--- src/hssd_pkg.sv ---
// Shared types, constants and lookup functions for the Hall sensor speed decoder.
`default_nettype none

package hssd_pkg;

    // Field widths
    localparam int unsigned CODE_W = 3;
    localparam int unsigned TIME_W = 32;
    localparam int unsigned PP_W   = 7;
    localparam int unsigned RPM_W  = 16;
    localparam int unsigned ANG_W  = 16;
    localparam int unsigned SEC_W  = 3;
    localparam int unsigned DIR_W  = 2;
    localparam int unsigned CNT_W  = 32;

    // rpm = 60e6 / (6 * pp * dt) = 10e6 / (pp * dt); the factor of six cancels
    localparam int unsigned QUO_W  = 24;
    localparam int unsigned PROD_W = PP_W + TIME_W;
    localparam logic [QUO_W-1:0] RPM_NUM = 24'd10000000;
    localparam logic [RPM_W-1:0] RPM_MAX = 16'hFFFF;
    localparam int unsigned STEP_W = 5;
    localparam logic [STEP_W-1:0] LAST_STEP = STEP_W'(QUO_W - 1);

    // Reset values of the configuration registers
    localparam logic [PP_W-1:0]   PP_RESET      = 7'd7;
    localparam logic [TIME_W-1:0] TIMEOUT_RESET = 32'd80000;

    // Register addresses (word index taken from paddr[2])
    localparam logic REG_POLE_PAIRS = 1'b0;
    localparam logic REG_TIMEOUT    = 1'b1;

    // Rotation direction codes
    localparam logic [DIR_W-1:0] DIR_UNKNOWN = 2'd0;
    localparam logic [DIR_W-1:0] DIR_FWD     = 2'd1;
    localparam logic [DIR_W-1:0] DIR_REV     = 2'd2;

    localparam logic [SEC_W-1:0] SEC_LAST = 3'd5;

    // Controller to datapath commands
    typedef struct packed {
        logic load_in;
        logic eval;
        logic mul;
        logic div_step;
        logic write_rpm;
        logic load_out;
    } hssd_cmd_t;

    // Datapath to controller status
    typedef struct packed {
        logic need_div;
        logic div_last;
        logic out_free;
    } hssd_stat_t;

    typedef struct packed {
        logic             ok;
        logic [SEC_W-1:0] idx;
    } hssd_sector_t;

    // Hall code to position in the sequence 1,5,4,6,2,3
    function automatic hssd_sector_t code_to_sector(input logic [CODE_W-1:0] code);
        hssd_sector_t r;
        r.ok  = 1'b1;
        r.idx = 3'd0;
        case (code)
            3'd1:    r.idx = 3'd0;
            3'd5:    r.idx = 3'd1;
            3'd4:    r.idx = 3'd2;
            3'd6:    r.idx = 3'd3;
            3'd2:    r.idx = 3'd4;
            3'd3:    r.idx = 3'd5;
            default: r.ok  = 1'b0;
        endcase
        return r;
    endfunction

    // sector * 65536 / 6
    function automatic logic [ANG_W-1:0] sector_angle(input logic [SEC_W-1:0] s);
        logic [ANG_W-1:0] a;
        case (s)
            3'd0:    a = 16'd0;
            3'd1:    a = 16'd10922;
            3'd2:    a = 16'd21845;
            3'd3:    a = 16'd32768;
            3'd4:    a = 16'd43690;
            3'd5:    a = 16'd54613;
            default: a = 16'd0;
        endcase
        return a;
    endfunction

endpackage

`default_nettype wire

--- src/hall_sensor_speed_decoder.sv ---
// Hall sensor decoder with rpm estimate: top level.
//
// Input stream (s_*): one item per Hall sample carrying the three sensor bits and
// microsecond and millisecond timestamps. Output stream (m_*): exactly one item per
// input item with validity, rpm, electrical angle, sector, direction, edge count and
// the millisecond time of the last accepted edge.
// Configuration is over the APB port: pole pairs at 0x0, stall timeout in us at 0x4;
// write only while the block is idle.
// Steps: a sample that needs no division passes from acceptance through the
// evaluate state to the emit state, which loads the output register.
// An edge with a known previous edge time and a non-zero interval runs a 24-step
// restoring divider (10e6 / (pole_pairs * interval)), one quotient bit per cycle,
// between a multiply step and a write step that saturates the rpm; the next sample
// is taken only after the divider has finished and the item has been emitted.
// One sample is in work at a time; s_tready is high only while idle. A finished
// item sits in the output register, so the next sample is accepted while it waits;
// a stalled receiver holds that sample in its final step until the register frees.
// Reset clears the decoder state and the output valid; the first sample after reset
// is taken as the initial read of the sensors.
`default_nettype none

module hall_sensor_speed_decoder (
    input  wire logic         clk,
    input  wire logic         rst_n,
    // s_tdata: hall_bits[2:0], time_us[34:3], time_ms[66:35], zero fill [71:67]
    input  wire logic [71:0]  s_tdata,
    input  wire logic         s_tvalid,
    output logic              s_tready,
    // m_tdata: speed_rpm[15:0], angle_q16[31:16], hall_bits_echo[34:32],
    //          sector_index[37:35], rotation_direction[39:38], edge_total[71:40],
    //          last_edge_time_ms[103:72]
    output logic [103:0]      m_tdata,
    // m_tuser: hall_state_valid
    output logic              m_tuser,
    output logic              m_tvalid,
    input  wire logic         m_tready,
    input  wire logic         psel,
    input  wire logic         penable,
    input  wire logic         pwrite,
    input  wire logic [2:0]   paddr,
    input  wire logic [31:0]  pwdata,
    output logic [31:0]       prdata,
    output logic              pready
);

    hssd_pkg::hssd_cmd_t               cmd;
    hssd_pkg::hssd_stat_t              stat;
    logic [hssd_pkg::PP_W-1:0]         pole_pairs;
    logic [hssd_pkg::TIME_W-1:0]       stall_timeout_us;
    logic [hssd_pkg::RPM_W-1:0]        out_rpm;
    logic [hssd_pkg::ANG_W-1:0]        out_angle;
    logic [hssd_pkg::CODE_W-1:0]       out_code;
    logic [hssd_pkg::SEC_W-1:0]        out_sector;
    logic [hssd_pkg::DIR_W-1:0]        out_dir;
    logic [hssd_pkg::CNT_W-1:0]        out_edges;
    logic [hssd_pkg::TIME_W-1:0]       out_edge_ms;

    hssd_regs u_regs (
        .clk              (clk),
        .rst_n            (rst_n),
        .psel             (psel),
        .penable          (penable),
        .pwrite           (pwrite),
        .paddr            (paddr),
        .pwdata           (pwdata),
        .prdata           (prdata),
        .pready           (pready),
        .pole_pairs       (pole_pairs),
        .stall_timeout_us (stall_timeout_us)
    );

    hssd_ctrl u_ctrl (
        .clk      (clk),
        .rst_n    (rst_n),
        .s_tvalid (s_tvalid),
        .s_tready (s_tready),
        .stat     (stat),
        .cmd      (cmd)
    );

    hssd_dp u_dp (
        .clk              (clk),
        .rst_n            (rst_n),
        .cmd              (cmd),
        .stat             (stat),
        .in_code          (s_tdata[2:0]),
        .in_time_us       (s_tdata[34:3]),
        .in_time_ms       (s_tdata[66:35]),
        .pole_pairs       (pole_pairs),
        .stall_timeout_us (stall_timeout_us),
        .m_tready         (m_tready),
        .m_tvalid         (m_tvalid),
        .out_state_valid  (m_tuser),
        .out_rpm          (out_rpm),
        .out_angle        (out_angle),
        .out_code         (out_code),
        .out_sector       (out_sector),
        .out_dir          (out_dir),
        .out_edges        (out_edges),
        .out_edge_ms      (out_edge_ms)
    );

    // Pack the output item
    assign m_tdata = {out_edge_ms, out_edges, out_dir, out_sector, out_code,
                      out_angle, out_rpm};

endmodule

`default_nettype wire

--- src/hssd_regs.sv ---
// APB configuration registers: pole pairs and stall timeout.
`default_nettype none

module hssd_regs (
    input  wire logic                         clk,
    input  wire logic                         rst_n,
    input  wire logic                         psel,
    input  wire logic                         penable,
    input  wire logic                         pwrite,
    input  wire logic [2:0]                   paddr,
    input  wire logic [31:0]                  pwdata,
    output logic [31:0]                       prdata,
    output logic                              pready,
    output logic [hssd_pkg::PP_W-1:0]         pole_pairs,
    output logic [hssd_pkg::TIME_W-1:0]       stall_timeout_us
);

    logic [hssd_pkg::PP_W-1:0]   pp_reg;
    logic [hssd_pkg::TIME_W-1:0] timeout_reg;
    logic                        wr_en;

    assign pready = 1'b1;
    assign wr_en  = psel && penable && pwrite;

    // Register writes
    always_ff @(posedge clk or negedge rst_n)
    begin
        if (!rst_n)
        begin
            pp_reg      <= hssd_pkg::PP_RESET;
            timeout_reg <= hssd_pkg::TIMEOUT_RESET;
        end
        else if (wr_en)
        begin
            if (paddr[2] == hssd_pkg::REG_POLE_PAIRS)
                pp_reg <= pwdata[hssd_pkg::PP_W-1:0];
            else
                timeout_reg <= pwdata;
        end
    end

    // Read mux
    always_comb
    begin
        if (paddr[2] == hssd_pkg::REG_TIMEOUT)
            prdata = timeout_reg;
        else
            prdata = {{(32 - hssd_pkg::PP_W){1'b0}}, pp_reg};
    end

    assign pole_pairs       = pp_reg;
    assign stall_timeout_us = timeout_reg;

endmodule

`default_nettype wire

--- src/hssd_ctrl.sv ---
// Sequencing state machine: accept, evaluate, multiply, divide, write, emit.
`default_nettype none

module hssd_ctrl (
    input  wire logic                 clk,
    input  wire logic                 rst_n,
    input  wire logic                 s_tvalid,
    output logic                      s_tready,
    input  wire hssd_pkg::hssd_stat_t stat,
    output hssd_pkg::hssd_cmd_t       cmd
);

    typedef enum logic [2:0] {
        ST_IDLE,
        ST_EVAL,
        ST_MUL,
        ST_DIV,
        ST_WRITE,
        ST_EMIT
    } state_t;

    state_t state_reg;

    assign s_tready = (state_reg == ST_IDLE);

    // Commands decoded from the current state
    always_comb
    begin
        cmd           = '0;
        cmd.load_in   = (state_reg == ST_IDLE) && s_tvalid;
        cmd.eval      = (state_reg == ST_EVAL);
        cmd.mul       = (state_reg == ST_MUL);
        cmd.div_step  = (state_reg == ST_DIV);
        cmd.write_rpm = (state_reg == ST_WRITE);
        cmd.load_out  = (state_reg == ST_EMIT) && stat.out_free;
    end

    // State register
    always_ff @(posedge clk or negedge rst_n)
    begin
        if (!rst_n)
        begin
            state_reg <= ST_IDLE;
        end
        else
        begin
            case (state_reg)
                ST_IDLE:
                begin
                    if (s_tvalid)
                        state_reg <= ST_EVAL;
                end
                ST_EVAL:
                begin
                    state_reg <= stat.need_div ? ST_MUL : ST_EMIT;
                end
                ST_MUL:
                begin
                    state_reg <= ST_DIV;
                end
                ST_DIV:
                begin
                    if (stat.div_last)
                        state_reg <= ST_WRITE;
                end
                ST_WRITE:
                begin
                    state_reg <= ST_EMIT;
                end
                ST_EMIT:
                begin
                    if (stat.out_free)
                        state_reg <= ST_IDLE;
                end
                default:
                begin
                    state_reg <= ST_IDLE;
                end
            endcase
        end
    end

endmodule

`default_nettype wire

--- src/hssd_dp.sv ---
// Datapath: sector tracking, edge bookkeeping, rpm divider and output register.
`default_nettype none

module hssd_dp (
    input  wire logic                          clk,
    input  wire logic                          rst_n,
    input  wire hssd_pkg::hssd_cmd_t           cmd,
    output hssd_pkg::hssd_stat_t               stat,
    input  wire logic [hssd_pkg::CODE_W-1:0]   in_code,
    input  wire logic [hssd_pkg::TIME_W-1:0]   in_time_us,
    input  wire logic [hssd_pkg::TIME_W-1:0]   in_time_ms,
    input  wire logic [hssd_pkg::PP_W-1:0]     pole_pairs,
    input  wire logic [hssd_pkg::TIME_W-1:0]   stall_timeout_us,
    input  wire logic                          m_tready,
    output logic                               m_tvalid,
    output logic                               out_state_valid,
    output logic [hssd_pkg::RPM_W-1:0]         out_rpm,
    output logic [hssd_pkg::ANG_W-1:0]         out_angle,
    output logic [hssd_pkg::CODE_W-1:0]        out_code,
    output logic [hssd_pkg::SEC_W-1:0]         out_sector,
    output logic [hssd_pkg::DIR_W-1:0]         out_dir,
    output logic [hssd_pkg::CNT_W-1:0]         out_edges,
    output logic [hssd_pkg::TIME_W-1:0]        out_edge_ms
);

    // Latched input item
    logic [hssd_pkg::CODE_W-1:0] code_reg;
    logic [hssd_pkg::TIME_W-1:0] now_us_reg;
    logic [hssd_pkg::TIME_W-1:0] now_ms_reg;

    // Decoder state
    logic                        primed_reg;
    logic [hssd_pkg::SEC_W-1:0]  sector_reg;
    logic                        valid_reg;
    logic [hssd_pkg::DIR_W-1:0]  dir_reg;
    logic [hssd_pkg::RPM_W-1:0]  rpm_reg;
    logic [hssd_pkg::ANG_W-1:0]  angle_reg;
    logic [hssd_pkg::CNT_W-1:0]  edges_reg;
    logic [hssd_pkg::TIME_W-1:0] edge_us_reg;
    logic [hssd_pkg::TIME_W-1:0] edge_ms_reg;
    logic [hssd_pkg::CODE_W-1:0] raw_reg;

    // Divider
    logic [hssd_pkg::TIME_W-1:0] dt_reg;
    logic [hssd_pkg::PROD_W-1:0] divisor_reg;
    logic [hssd_pkg::QUO_W-1:0]  num_reg;
    logic [hssd_pkg::QUO_W-1:0]  rem_reg;
    logic [hssd_pkg::QUO_W-1:0]  quo_reg;
    logic [hssd_pkg::STEP_W-1:0] step_reg;

    // Output register
    logic                        out_valid_reg;

    hssd_pkg::hssd_sector_t      look;
    logic [hssd_pkg::SEC_W-1:0]  sec_next_pos;
    logic [hssd_pkg::SEC_W-1:0]  sec_prev_pos;
    logic                        is_fwd;
    logic                        is_rev;
    logic                        have_edge;
    logic [hssd_pkg::TIME_W-1:0] elapsed;
    logic                        stalled;
    logic [hssd_pkg::QUO_W:0]    trial;
    logic                        fits;

    // Evaluation of the latched sample against the current position
    always_comb
    begin
        look         = hssd_pkg::code_to_sector(code_reg);
        sec_next_pos = (sector_reg == hssd_pkg::SEC_LAST) ? '0 : sector_reg + 3'd1;
        sec_prev_pos = (sector_reg == '0) ? hssd_pkg::SEC_LAST : sector_reg - 3'd1;
        is_fwd       = look.ok && (look.idx == sec_next_pos);
        is_rev       = look.ok && (look.idx == sec_prev_pos);
        have_edge    = (edge_us_reg != '0);
        elapsed      = now_us_reg - edge_us_reg;
        stalled      = have_edge && (elapsed > stall_timeout_us);
    end

    // One restoring division step: bring down a numerator bit, subtract if it fits
    always_comb
    begin
        trial = {rem_reg, num_reg[hssd_pkg::QUO_W-1]};
        fits  = {{(hssd_pkg::PROD_W - hssd_pkg::QUO_W - 1){1'b0}}, trial} >= divisor_reg;
    end

    assign stat.need_div = primed_reg && (is_fwd || is_rev) && have_edge && (elapsed != '0);
    assign stat.div_last = (step_reg == hssd_pkg::LAST_STEP);
    assign stat.out_free = !out_valid_reg || m_tready;

    // Input capture
    always_ff @(posedge clk)
    begin
        if (cmd.load_in)
        begin
            code_reg   <= in_code;
            now_us_reg <= in_time_us;
            now_ms_reg <= in_time_ms;
        end
    end

    // Decoder state update
    always_ff @(posedge clk or negedge rst_n)
    begin
        if (!rst_n)
        begin
            primed_reg  <= 1'b0;
            sector_reg  <= '0;
            valid_reg   <= 1'b0;
            dir_reg     <= hssd_pkg::DIR_UNKNOWN;
            rpm_reg     <= '0;
            angle_reg   <= '0;
            edges_reg   <= '0;
            edge_us_reg <= '0;
            edge_ms_reg <= '0;
            raw_reg     <= '0;
        end
        else if (cmd.eval)
        begin
            raw_reg <= code_reg;
            if (!primed_reg)
            begin
                // initial read
                primed_reg  <= 1'b1;
                valid_reg   <= look.ok;
                sector_reg  <= look.ok ? look.idx : '0;
                angle_reg   <= look.ok ? hssd_pkg::sector_angle(look.idx) : '0;
                dir_reg     <= hssd_pkg::DIR_UNKNOWN;
                rpm_reg     <= '0;
                edges_reg   <= '0;
                edge_us_reg <= '0;
                edge_ms_reg <= '0;
            end
            else if (!look.ok)
            begin
                valid_reg <= 1'b0;
                if (stalled)
                    rpm_reg <= '0;
            end
            else
            begin
                valid_reg <= 1'b1;
                angle_reg <= hssd_pkg::sector_angle(look.idx);
                if (look.idx == sector_reg)
                begin
                    if (stalled)
                        rpm_reg <= '0;
                end
                else if (is_fwd || is_rev)
                begin
                    // adjacent step: an accepted edge; skipped sectors fall through
                    dir_reg     <= is_fwd ? hssd_pkg::DIR_FWD : hssd_pkg::DIR_REV;
                    sector_reg  <= look.idx;
                    edge_us_reg <= now_us_reg;
                    edge_ms_reg <= now_ms_reg;
                    edges_reg   <= edges_reg + 32'd1;
                end
            end
        end
        else if (cmd.write_rpm)
        begin
            // saturate the quotient to 16 bits
            if (|quo_reg[hssd_pkg::QUO_W-1:hssd_pkg::RPM_W])
                rpm_reg <= hssd_pkg::RPM_MAX;
            else
                rpm_reg <= quo_reg[hssd_pkg::RPM_W-1:0];
        end
    end

    // Divisor build and bit-serial division of 10e6 by pp * dt
    always_ff @(posedge clk)
    begin
        if (cmd.eval)
        begin
            dt_reg <= elapsed;
        end
        if (cmd.mul)
        begin
            divisor_reg <= hssd_pkg::PROD_W'(pole_pairs) * hssd_pkg::PROD_W'(dt_reg);
            num_reg     <= hssd_pkg::RPM_NUM;
            rem_reg     <= '0;
            quo_reg     <= '0;
            step_reg    <= '0;
        end
        else if (cmd.div_step)
        begin
            num_reg  <= {num_reg[hssd_pkg::QUO_W-2:0], 1'b0};
            quo_reg  <= {quo_reg[hssd_pkg::QUO_W-2:0], fits};
            step_reg <= step_reg + 5'd1;
            if (fits)
                rem_reg <= hssd_pkg::QUO_W'(trial - hssd_pkg::QUO_W'(divisor_reg));
            else
                rem_reg <= trial[hssd_pkg::QUO_W-1:0];
        end
    end

    // Output item valid
    always_ff @(posedge clk or negedge rst_n)
    begin
        if (!rst_n)
            out_valid_reg <= 1'b0;
        else if (cmd.load_out)
            out_valid_reg <= 1'b1;
        else if (m_tready)
            out_valid_reg <= 1'b0;
    end

    // Output item payload
    always_ff @(posedge clk)
    begin
        if (cmd.load_out)
        begin
            out_state_valid <= valid_reg;
            out_rpm         <= rpm_reg;
            out_angle       <= angle_reg;
            out_code        <= raw_reg;
            out_sector      <= sector_reg;
            out_dir         <= dir_reg;
            out_edges       <= edges_reg;
            out_edge_ms     <= edge_ms_reg;
        end
    end

    assign m_tvalid = out_valid_reg;

endmodule

`default_nettype wire

--- config.mk ---
export PLATFORM = sky130hd
export DESIGN_NAME = hall_sensor_speed_decoder
export DESIGN_NICKNAME = d
export VERILOG_FILES = /design/src/hssd_pkg.sv /design/src/hall_sensor_speed_decoder.sv /design/src/hssd_regs.sv /design/src/hssd_ctrl.sv /design/src/hssd_dp.sv
export SDC_FILE = /design/constraint.sdc
export NUM_CORES = 1
export LEC_CHECK = 0
export BUFFER_PORTS_ARGS = -buffer_cell sky130_fd_sc_hd__buf_2
export CORE_AREA = 5 5 257 259
export CTS_CLUSTER_DIAMETER = 120
export DETAILED_ROUTE_END_ITERATION = 16
export DIE_AREA = 0 0 262 264
export SYNTH_ARGS = -nofsm -noshare
export SYNTH_HDL_FRONTEND = slang
export SYNTH_SLANG_ARGS = --single-unit
--- constraint.sdc ---
create_clock -name clk -period 7.3 [get_ports clk]
set_clock_uncertainty 0.05 [all_clocks]
set_input_delay 1.46 -clock clk [delete_from_list [all_inputs] [get_ports clk]]
set_output_delay 1.46 -clock clk [all_outputs]
set_load 0.02 [all_outputs]
**Word-level counts from Yosys, hierarchy flattened**

Cells that the tools add are included.

- Flip-flop bits (word level): 494
- Bits in latches: 0
- Bits in writable memories: 0
- ROM bits: 0
- Bits of input ports: 114
- Output and inout bits: 140
- Logic and storage cells: 144
- Memories: 0

- Add/subtract/negate cells: 6
- Multipliers: 1
- Div/mod/pow operators: 0
- Order comparisons: 2
- Equal/unequal tests: 28
- Shift operators: 0
- Mux-type cells: 48
- Bitwise logic cells: 1
- Reduce and logical (&&, ||, !) cells: 27

Operators with widths:

| operator | number |
|---|---|
| two-way mux 32 bit | 13 |
| two-way mux 16 bit | 10 |
| one-hot mux 16 bit (5 select lines) | 1 |
| nonzero test 32 bit | 2 |
| >= comparator 25 x 39 -> 1 bit | 1 |
| multiplier 7 x 32 -> 39 bit | 1 |
| two-way mux 3 bit | 11 |
| adder 32 x 1 -> 32 bit (second input constant) | 1 |
| > comparator 32 bit | 1 |
| subtractor 32 bit | 1 |
| == test 3 bit (second input constant) | 8 |
| two-way mux 24 bit | 1 |
| subtractor 24 bit | 1 |
| == test 3 x 2 -> 1 bit (second input constant) | 6 |
| one-hot mux 3 bit (6 select lines) | 1 |
| one-hot mux 3 bit (5 select lines) | 1 |
| logical AND 1 bit | 10 |
| two-way mux 2 bit | 5 |
| == test 3 x 1 -> 1 bit (second input constant) | 3 |
| == test 3 bit | 3 |
| inequality test 2 bit (second input constant) | 4 |
| AND reduction 2 bit | 4 |
| OR reduction 8 bit | 1 |
| logical NOT 3 bit | 2 |
| other kinds (14) | 21 |

**Logic depth before layout (Yosys ltp)**

Gate-level depths: netlist (run 1).

- Depth after elaboration: 10
- Mapped depth: 24
- Gate-level depth less buffers: 22

**Hierarchy**

From an unflattened synthesis (run 1), not the netlist that was laid out.

- Cell total of the unflattened synthesis: 2492
- Area, all modules: 27826.7 µm²

By module, submodules not included:

| module | times used | cells each | area an instance (µm²) | seq. area each (µm²) |
|---|---|---|---|---|
| hssd_dp | 1 | 2342 | 25677.1 | 11461.0 |
| hssd_regs | 1 | 121 | 1878.1 | 985.9 |
| hssd_ctrl | 1 | 29 | 271.5 | 75.1 |

**Worst setup path before layout (run 1)**

Ideal clock, no wire load.

- Path kind: input to register
- From: input m_tready
- To: register u_dp.out_angle[13] (netlist bit), enable pin
- Library setup time: 0.554 ns
- Arrival time: 5.665 ns
- Data required time: 6.696 ns
- Setup slack: 1.031 ns
- Stages on the path: 2
- Path through: nand2b_1 -> nor2b_1

RTL lines:

| element | line | RTL |
|---|---|---|
| start: declaration | hall_sensor_speed_decoder.sv:36 | `input wire logic m_tready,` |
| end signal: assignment | hssd_dp.sv:213 | `out_angle <= angle_reg;` |
| end: declaration | hssd_dp.sv:18 | `output logic [hssd_pkg::ANG_W-1:0] out_angle,` |

**Final worst setup path (run 1)**

- From: register u_regs.pp_reg, in the netlist u_regs.pole_pairs[2]
- To: register u_dp.divisor_reg[36] (netlist bit) (data pin)

- Word-level cells in the longest chain between the ends: 1

RTL lines:

| element | line | RTL |
|---|---|---|
| start: declaration | hssd_regs.sv:18 | `logic [hssd_pkg::PP_W-1:0] pp_reg;` |
| start signal: assignment | hssd_regs.sv:30 | `pp_reg <= hssd_pkg::PP_RESET;` |
| start signal: assignment | hssd_regs.sv:36 | `pp_reg <= pwdata[hssd_pkg::PP_W-1:0];` |
| multiplier 7 x 32 -> 39 bit | hssd_dp.sv:177 | `divisor_reg <= hssd_pkg::PROD_W'(pole_pairs) * hssd_pkg::PROD_W'(dt_reg);` |
| end signal: assignment | hssd_dp.sv:177 |  |
| end: declaration | hssd_dp.sv:45 | `logic [hssd_pkg::PROD_W-1:0] divisor_reg;` |

Every way passes these cells.
A chain may end at the register's enable or synchronous reset.

==> results.txt, run 1 <==
Worst Setup Start Kind -> flop
Site Rows -> 93
routed wire length -> 64,730 microns
DR DRC count -> 0
fin nets -> 3,264
Synth Net Count -> 3,054
post-CTS resize count -> 0
fmax -> 153.6 MHz
WL per Instance -> 17.27 microns
Final WS setup -> 0.7879 ns
synth unique cells -> 101
GR Util All Layers -> 18.63%
Reg2Reg Setup Slack -> 0.79 ns
Die X-Extent -> 262 microns
IO Count -> 254
crit path time final -> 6.512 ns
Die Area -> 0.06917 sq mm
r2r endpoint -> u_dp.divisor_reg[36]$_DFFE_PP_
final hold vios -> 0
top-count cell post-synth -> inv_1
CTS buffer count -> 50
endpoint type of the worst setup path -> flop
number of global-route vias before repair -> 20.13k
Yosys top cell area share -> 24.45%
Final HPWL DP -> 48,290 microns
GPL Wtd Cong -> 0.8780
number of synthesized flops with an enable pin -> 230
routed vias -> 19.37k
clock-pin transition on the worst setup and hold timing paths -> 0.06 ns
Synth Flop Type -> edfxtp_1
flops & latches, synth -> 468
drt via density -> 5.169
first-pass iteration count of the detailed router -> 5
Initial Utilization -> 44.38%
status -> completed
Worst Path Required -> 7.59 ns
buffers added on ports -> 245
chip height -> 264 microns
Rel. slew slack -> 21.63%
Setup Viol. Count Final -> 0
cts hold-fix bufs -> 0
Syn Area/Cell -> 10.70 sq um
share of cells above drive strength 1 -> 15.77%
H-tree level count -> 2
Crit Path Max Fanout -> 34
MaxCap Viol Count -> 0
GRT overflow -> 0
Post-synth top cells -> 321 x inv_1, 277 x nand2_1, 230 x edfxtp_1, 160 x dfrtp_1, 159 x and2_1
Largest register FFs -> 39
largest net degree at the start of global routing -> 92
CP startpoint -> u_regs.pole_pairs[2]$_DFFE_PN1P_
HP Class -> reg2reg
CTS root buffer -> clkbuf_16
total negative slack -> 0 ns
RSZ-0062 raised after global routing -> no
cell taking the most area after synthesis -> edfxtp_1
clock tree buffer depth -> 3
Synth Instances -> 2,639
sequential fraction of the synthesis area -> 44.33%
antenna-violating nets left -> 0
Setup Buffers After CTS -> 0
initial antenna violation count -> 2
Critical R2R Launch -> u_regs.pole_pairs[2]$_DFFE_PN1P_
clk sinks -> 468
Least-Margin Pin Slew -> 1.173 ns
CP Class -> reg2reg
Pins Over Slew Limit -> 0
Yosys warning total -> 0
Synth async-reset ratio -> 35.90%
area of the mapped netlist -> 0.02825 sq mm
CP endpoint -> u_dp.divisor_reg[36]$_DFFE_PP_
Detailed Route Iter0 Violations -> 971
critical path arrival -> 6.80 ns
first-pass GRT wire length -> 106,700 microns
ranking of synthesized cells by area -> edfxtp_1 24%, dfrtp_1 14%, fa_1 11%, ha_1 6.6%, dfxtp_1 5.0%
Final Cycle Share -> 89.21%
Clk Latency, worst-skew pair -> 0.61 ns
FF-to-FF path depth -> 20
CTS tree -> done
Core Footprint -> 0.06365 sq mm
Area growth syn-to-layout -> 12.73%
pre-CTS setup slack -> 0.7731 ns
==> critical path, stage by stage (launching register included) <==
cell	delay [ns]
dfstp_2	0.98
nand2_1	0.18
fa_1	0.53
fa_1	0.49
inv_1	0.05
fa_1	0.54
inv_1	0.06
fa_1	0.53
inv_1	0.04
ha_1	0.36
a21o_1	0.20
a21o_1	0.17
a21o_1	0.19
a2111o_1	0.40
o21a_1	0.21
o41a_1	0.38
a2111oi_2	0.34
nor3_1	0.12
a21o_1	0.20
a21oi_2	0.14
xnor2_1	0.08
==> worst min path at each step <==
stage                                endpoint                              from  cells past startpoint  slack, ns
4_1_cts        u_dp.out_edge_ms[28]$_DFFE_PP_  u_dp.edge_ms_reg[28]$_DFFE_PN0P_                      0       0.39
3_3_place_gp     u_dp.num_reg[7]$_SDFFE_PP1N_      u_dp.num_reg[7]$_SDFFE_PP1N_                      2       0.38
3_5_place_dp   u_dp.out_edge_ms[28]$_DFFE_PP_  u_dp.edge_ms_reg[28]$_DFFE_PN0P_                      0       0.38
2_1_floorplan    u_dp.out_sector[1]$_DFFE_PP_    u_dp.sector_reg[1]$_DFFE_PN0P_                      0       0.37
6_report       u_dp.out_edge_ms[28]$_DFFE_PP_  u_dp.edge_ms_reg[28]$_DFFE_PN0P_                      0       0.40
5_1_grt          u_dp.out_angle[14]$_DFFE_PP_    u_dp.angle_reg[14]$_DFFE_PN0P_                      0       0.41
==> placed cells by master, fill, tap and decap left out, types with 11 or more instances in the layout <==
cell       netlist  layout
clkinv_2         0      12
nand4_1         27      27
and3_1          13      13
a22o_1          67      67
inv_1          321     320
xnor2_1         56      56
a21oi_1        107     107
clkbuf_1        66      11
nor3_1          28      27
nor2_1         131     129
edfxtp_1       230     230
nor2b_1         24      23
xor2_1          51      51
o21a_1          17      17
mux2_2          50      50
dfxtp_1         70      70
dfrtp_1        160     160
ha_1           150     150
a211oi_1        23      23
a21o_1          47      47
mux2i_1         37      37
nor4_1          20      20
buf_2           19     244
buf_4           16      21
fa_1           151     151
nand3_1         41      41
nand2_1        277     277
o21ai_0         84      84
clkbuf_16        0      51
and2_1         159     157
nand2b_1        16      16
==> metrics by stage <==
step / cells / util [%] / hold WS, ns / cell area (sq um)
after floorplan: 2639 / - / 0.3696 / 28250
final: 3747 / 50.03 / 0.3967 / 31850
after detailed placement: 3652 / 47.45 / 0.3838 / 30200
after CTS: 3746 / 50.03 / 0.3929 / 31840
after global placement: 3652 / 47.45 / 0.3806 / 30200
after global routing: 3746 / 50.03 / 0.4088 / 31840
==> cell type report <==
class / count / area [sq um]
Multi-Input combinational cell: 1742 / 14010
Fill cell: 5731 / 31800
Clock buffer: 67 / 1386
Inverter: 321 / 1205
Clock inverter: 27 / 256.5
Timing Repair Buffer: 266 / 1390
Sequential cell: 468 / 12520
Tap cell: 855 / 1070
Antenna cell: 1 / 2.502
==> layer usage <==
metal / part of all wire (%) / track usage [%] / up-vias
li1: - / - / 9409
met1: 44 / 25.13 / 9537
met2: 49 / 31.49 / 343
met3: 4.7 / 3.794 / 77
met4: 1.8 / 3.716 / 4
met5: 0.039 / 0 / -
==> kinds of logic after synthesis <==
kind of cell	synth area share, %
AND/OR/NAND/NOR	13.62
other	0.01327
flip-flops	44.33
buffers and inverters	6.174
XOR/XNOR	3.317
multiplexers	3.384
adder cells (fa/ha/maj)	17.34
AO/OA/AOI/OAI	11.82
Power of run 1 is left out: the tool's default activity adds up to more than one toggle a clock period on the data nets, which glitch-free logic cannot reach.
==> run 2: changes to the inputs <==
CORE_AREA = 5 5 252 254   (was 5 5 257 259)
DIE_AREA = 0 0 257 259   (was 0 0 262 264)
==> run 2 against run 1 <==
Cell area is 0.54% higher. Core utilization grew 2.4 points. Setup slack gained 0.16 ns. Via count increased by 0.87%. Fmax up 2.4%. Critical path type unchanged. Largest cell class unchanged. Highest routed layer unchanged.
==> results.txt, run 2 (same netlist as run 1, synthesis figures left out) <==
final hold vios -> 0
Area growth syn-to-layout -> 13.34%
CP Class -> reg2reg
delay-heaviest family, CP -> compound AO/OA/AOI/OAI gates
sum of buffers and inverters on the critical path -> 4
CTS root buffer -> clkbuf_16
share of cells above drive strength 1 -> 16.03%
Detailed Route Iter0 Violations -> 1,019
Setup Viol. Count Final -> 0
antenna-violating nets left -> 0
most common cell after layout, fill and taps aside -> inv_1
Least-Margin Pin Slew -> 0.9747 ns
first-pass iteration count of the detailed router -> 5
Critical R2R Launch -> u_regs.pole_pairs[3]$_DFFE_PN0P_
buffers added on ports -> 245
post-CTS resize count -> 0
number of global-route vias before repair -> 20.19k
IO Count -> 254
Die Area -> 0.06656 sq mm
WP depth -> 21
RSZ-0062 raised after global routing -> no
GRT overflow -> 0
critical path arrival -> 6.65 ns
Site Rows -> 91
initial antenna violation count -> 5
Rel. slew slack -> 34.88%
Final HPWL DP -> 47,820 microns
largest net degree at the start of global routing -> 92
clock-pin transition on the worst setup and hold timing paths -> 0.06 ns
Worst Setup Start Kind -> flop
Core Footprint -> 0.06103 sq mm
endpoint type of the worst setup path -> flop
Crit Path Max Fanout -> 19
fmax -> 157.3 MHz
GPL Wtd Cong -> 0.8752
FF-to-FF path depth -> 21
Clk Latency, worst-skew pair -> 0.62 ns
Worst path slowest cell -> dfrtp_1
GR Util All Layers -> 19.08%
CTS tree -> done
WL per Instance -> 17.39 microns
Die X-Extent -> 257 microns
CP startpoint -> u_regs.pole_pairs[3]$_DFFE_PN0P_
chip height -> 259 microns
total negative slack -> 0 ns
max incr delay on CP -> 0.75 ns
HP Class -> reg2reg
Pins Over Slew Limit -> 0
H-tree level count -> 2
crit path time final -> 6.356 ns
fin nets -> 3,266
routed wire length -> 64,090 microns
routed vias -> 19.54k
cts hold-fix bufs -> 0
Layout fillers -> 5,456
Largest register FFs -> 39
CTS buffer count -> 51
CP cell instances -> buf_4 > nand2_1 > fa_1 > fa_1 > inv_1 > fa_1 > inv_1 > fa_1 > inv_1 > ha_1 > a21o_1 > a21o_1 > a21o_1 > a2111o_1 > o21a_1 > o41a_1 > a2111oi_2 > nor3_1 > a21o_1 > a21oi_2 > xnor2_1
r2r endpoint -> u_dp.divisor_reg[36]$_DFFE_PP_
Final Cycle Share -> 87.07%
commonest cells after routing, fill and taps aside -> 320 x inv_1, 277 x nand2_1, 244 x buf_2
clk sinks -> 468
first-pass GRT wire length -> 105,600 microns
CP endpoint -> u_dp.divisor_reg[36]$_DFFE_PP_
Initial Utilization -> 46.29%
MaxCap Viol Count -> 0
Setup Buffers After CTS -> 0
Worst Path Required -> 7.59 ns
Reg2Reg Setup Slack -> 0.94 ns
drt via density -> 5.301
DR DRC count -> 0
clock tree buffer depth -> 3
status -> completed
## run 2: changes by cell type in the layout (fill, tap and decap cells not counted), moves of 2 or more
cell	delta
bufinv_16	+8
clkinv_2	-6
clkinv_4	+2
clkbuf_1	-4
## run 2: cell type report
class | count | area (sq um) | share of cell area [%]
multi-input combinational | 1742 | 14010 | 43.77
clock inverter | 32 | 501.7 | 1.567
antenna | 2 | 5.005 | 0.01563
clock buffer | 64 | 1385 | 4.326
inverter | 321 | 1205 | 3.763
timing repair buffer | 267 | 1398 | 4.365
sequential | 468 | 12520 | 39.11
tap | 790 | 988.4 | 3.087
## run 2: worst min path at each step
stage                                        start                       endpoint  slack, ns  depth (start not counted)
finish                 u_dp.rpm_reg[2]$_DFFE_PN0P_      u_dp.out_rpm[2]$_DFFE_PP_       0.39                          0
global route           u_dp.rpm_reg[2]$_DFFE_PN0P_      u_dp.out_rpm[2]$_DFFE_PP_       0.41                          0
CTS                  u_dp.num_reg[13]$_SDFFE_PP0N_  u_dp.num_reg[14]$_SDFFE_PP0N_       0.39                          2
detailed placement     u_dp.rpm_reg[8]$_DFFE_PN0P_      u_dp.out_rpm[8]$_DFFE_PP_       0.38                          0
global placement      u_dp.num_reg[7]$_SDFFE_PP1N_   u_dp.num_reg[7]$_SDFFE_PP1N_       0.38                          2
floorplan           u_dp.sector_reg[1]$_DFFE_PN0P_   u_dp.out_sector[1]$_DFFE_PP_       0.37                          0
## run 2: worst register-to-register path, cell delays in order (launching register included)
cell and delay [ns]:
dfrtp_1 0.75, buf_4 0.36, nand2_1 0.11, fa_1 0.50, fa_1 0.49, inv_1 0.05
fa_1 0.53, inv_1 0.05, fa_1 0.52, inv_1 0.04, ha_1 0.20, a21o_1 0.20
a21o_1 0.18, a21o_1 0.19, a2111o_1 0.41, o21a_1 0.22, o41a_1 0.39, a2111oi_2 0.35
nor3_1 0.13, a21o_1 0.21, a21oi_2 0.14, xnor2_1 0.07
## run 2: stage by stage
step	hold WS (ns)	cell area, sq um	instances	util [%]	setup slack [ns]
final	0.3915	32020	3686	52.47	0.9435
after CTS	0.3944	32010	3684	52.46	0.9598
after global routing	0.4078	32020	3685	52.46	0.6080
after detailed placement	0.3822	30130	3588	49.37	0.9285
after floorplan	0.3696	28250	2639	-	1.031
after global placement	0.3824	30130	3588	49.37	1.008
## run 2: routing by layer
metal / GRT usage, % / part of all wire (%) / routed length (microns) / vias up
met2: 31.52 / 47 / 30400 / 403
met4: 5.294 / 2.4 / 1546 / 6
li1: - / - / - / 9417
met1: 25.52 / 44 / 28460 / 9620
met3: 4.377 / 5.7 / 3646 / 92
met5: 0 / 0.050 / 32 / -
Power of run 2 is left out for the same reason.
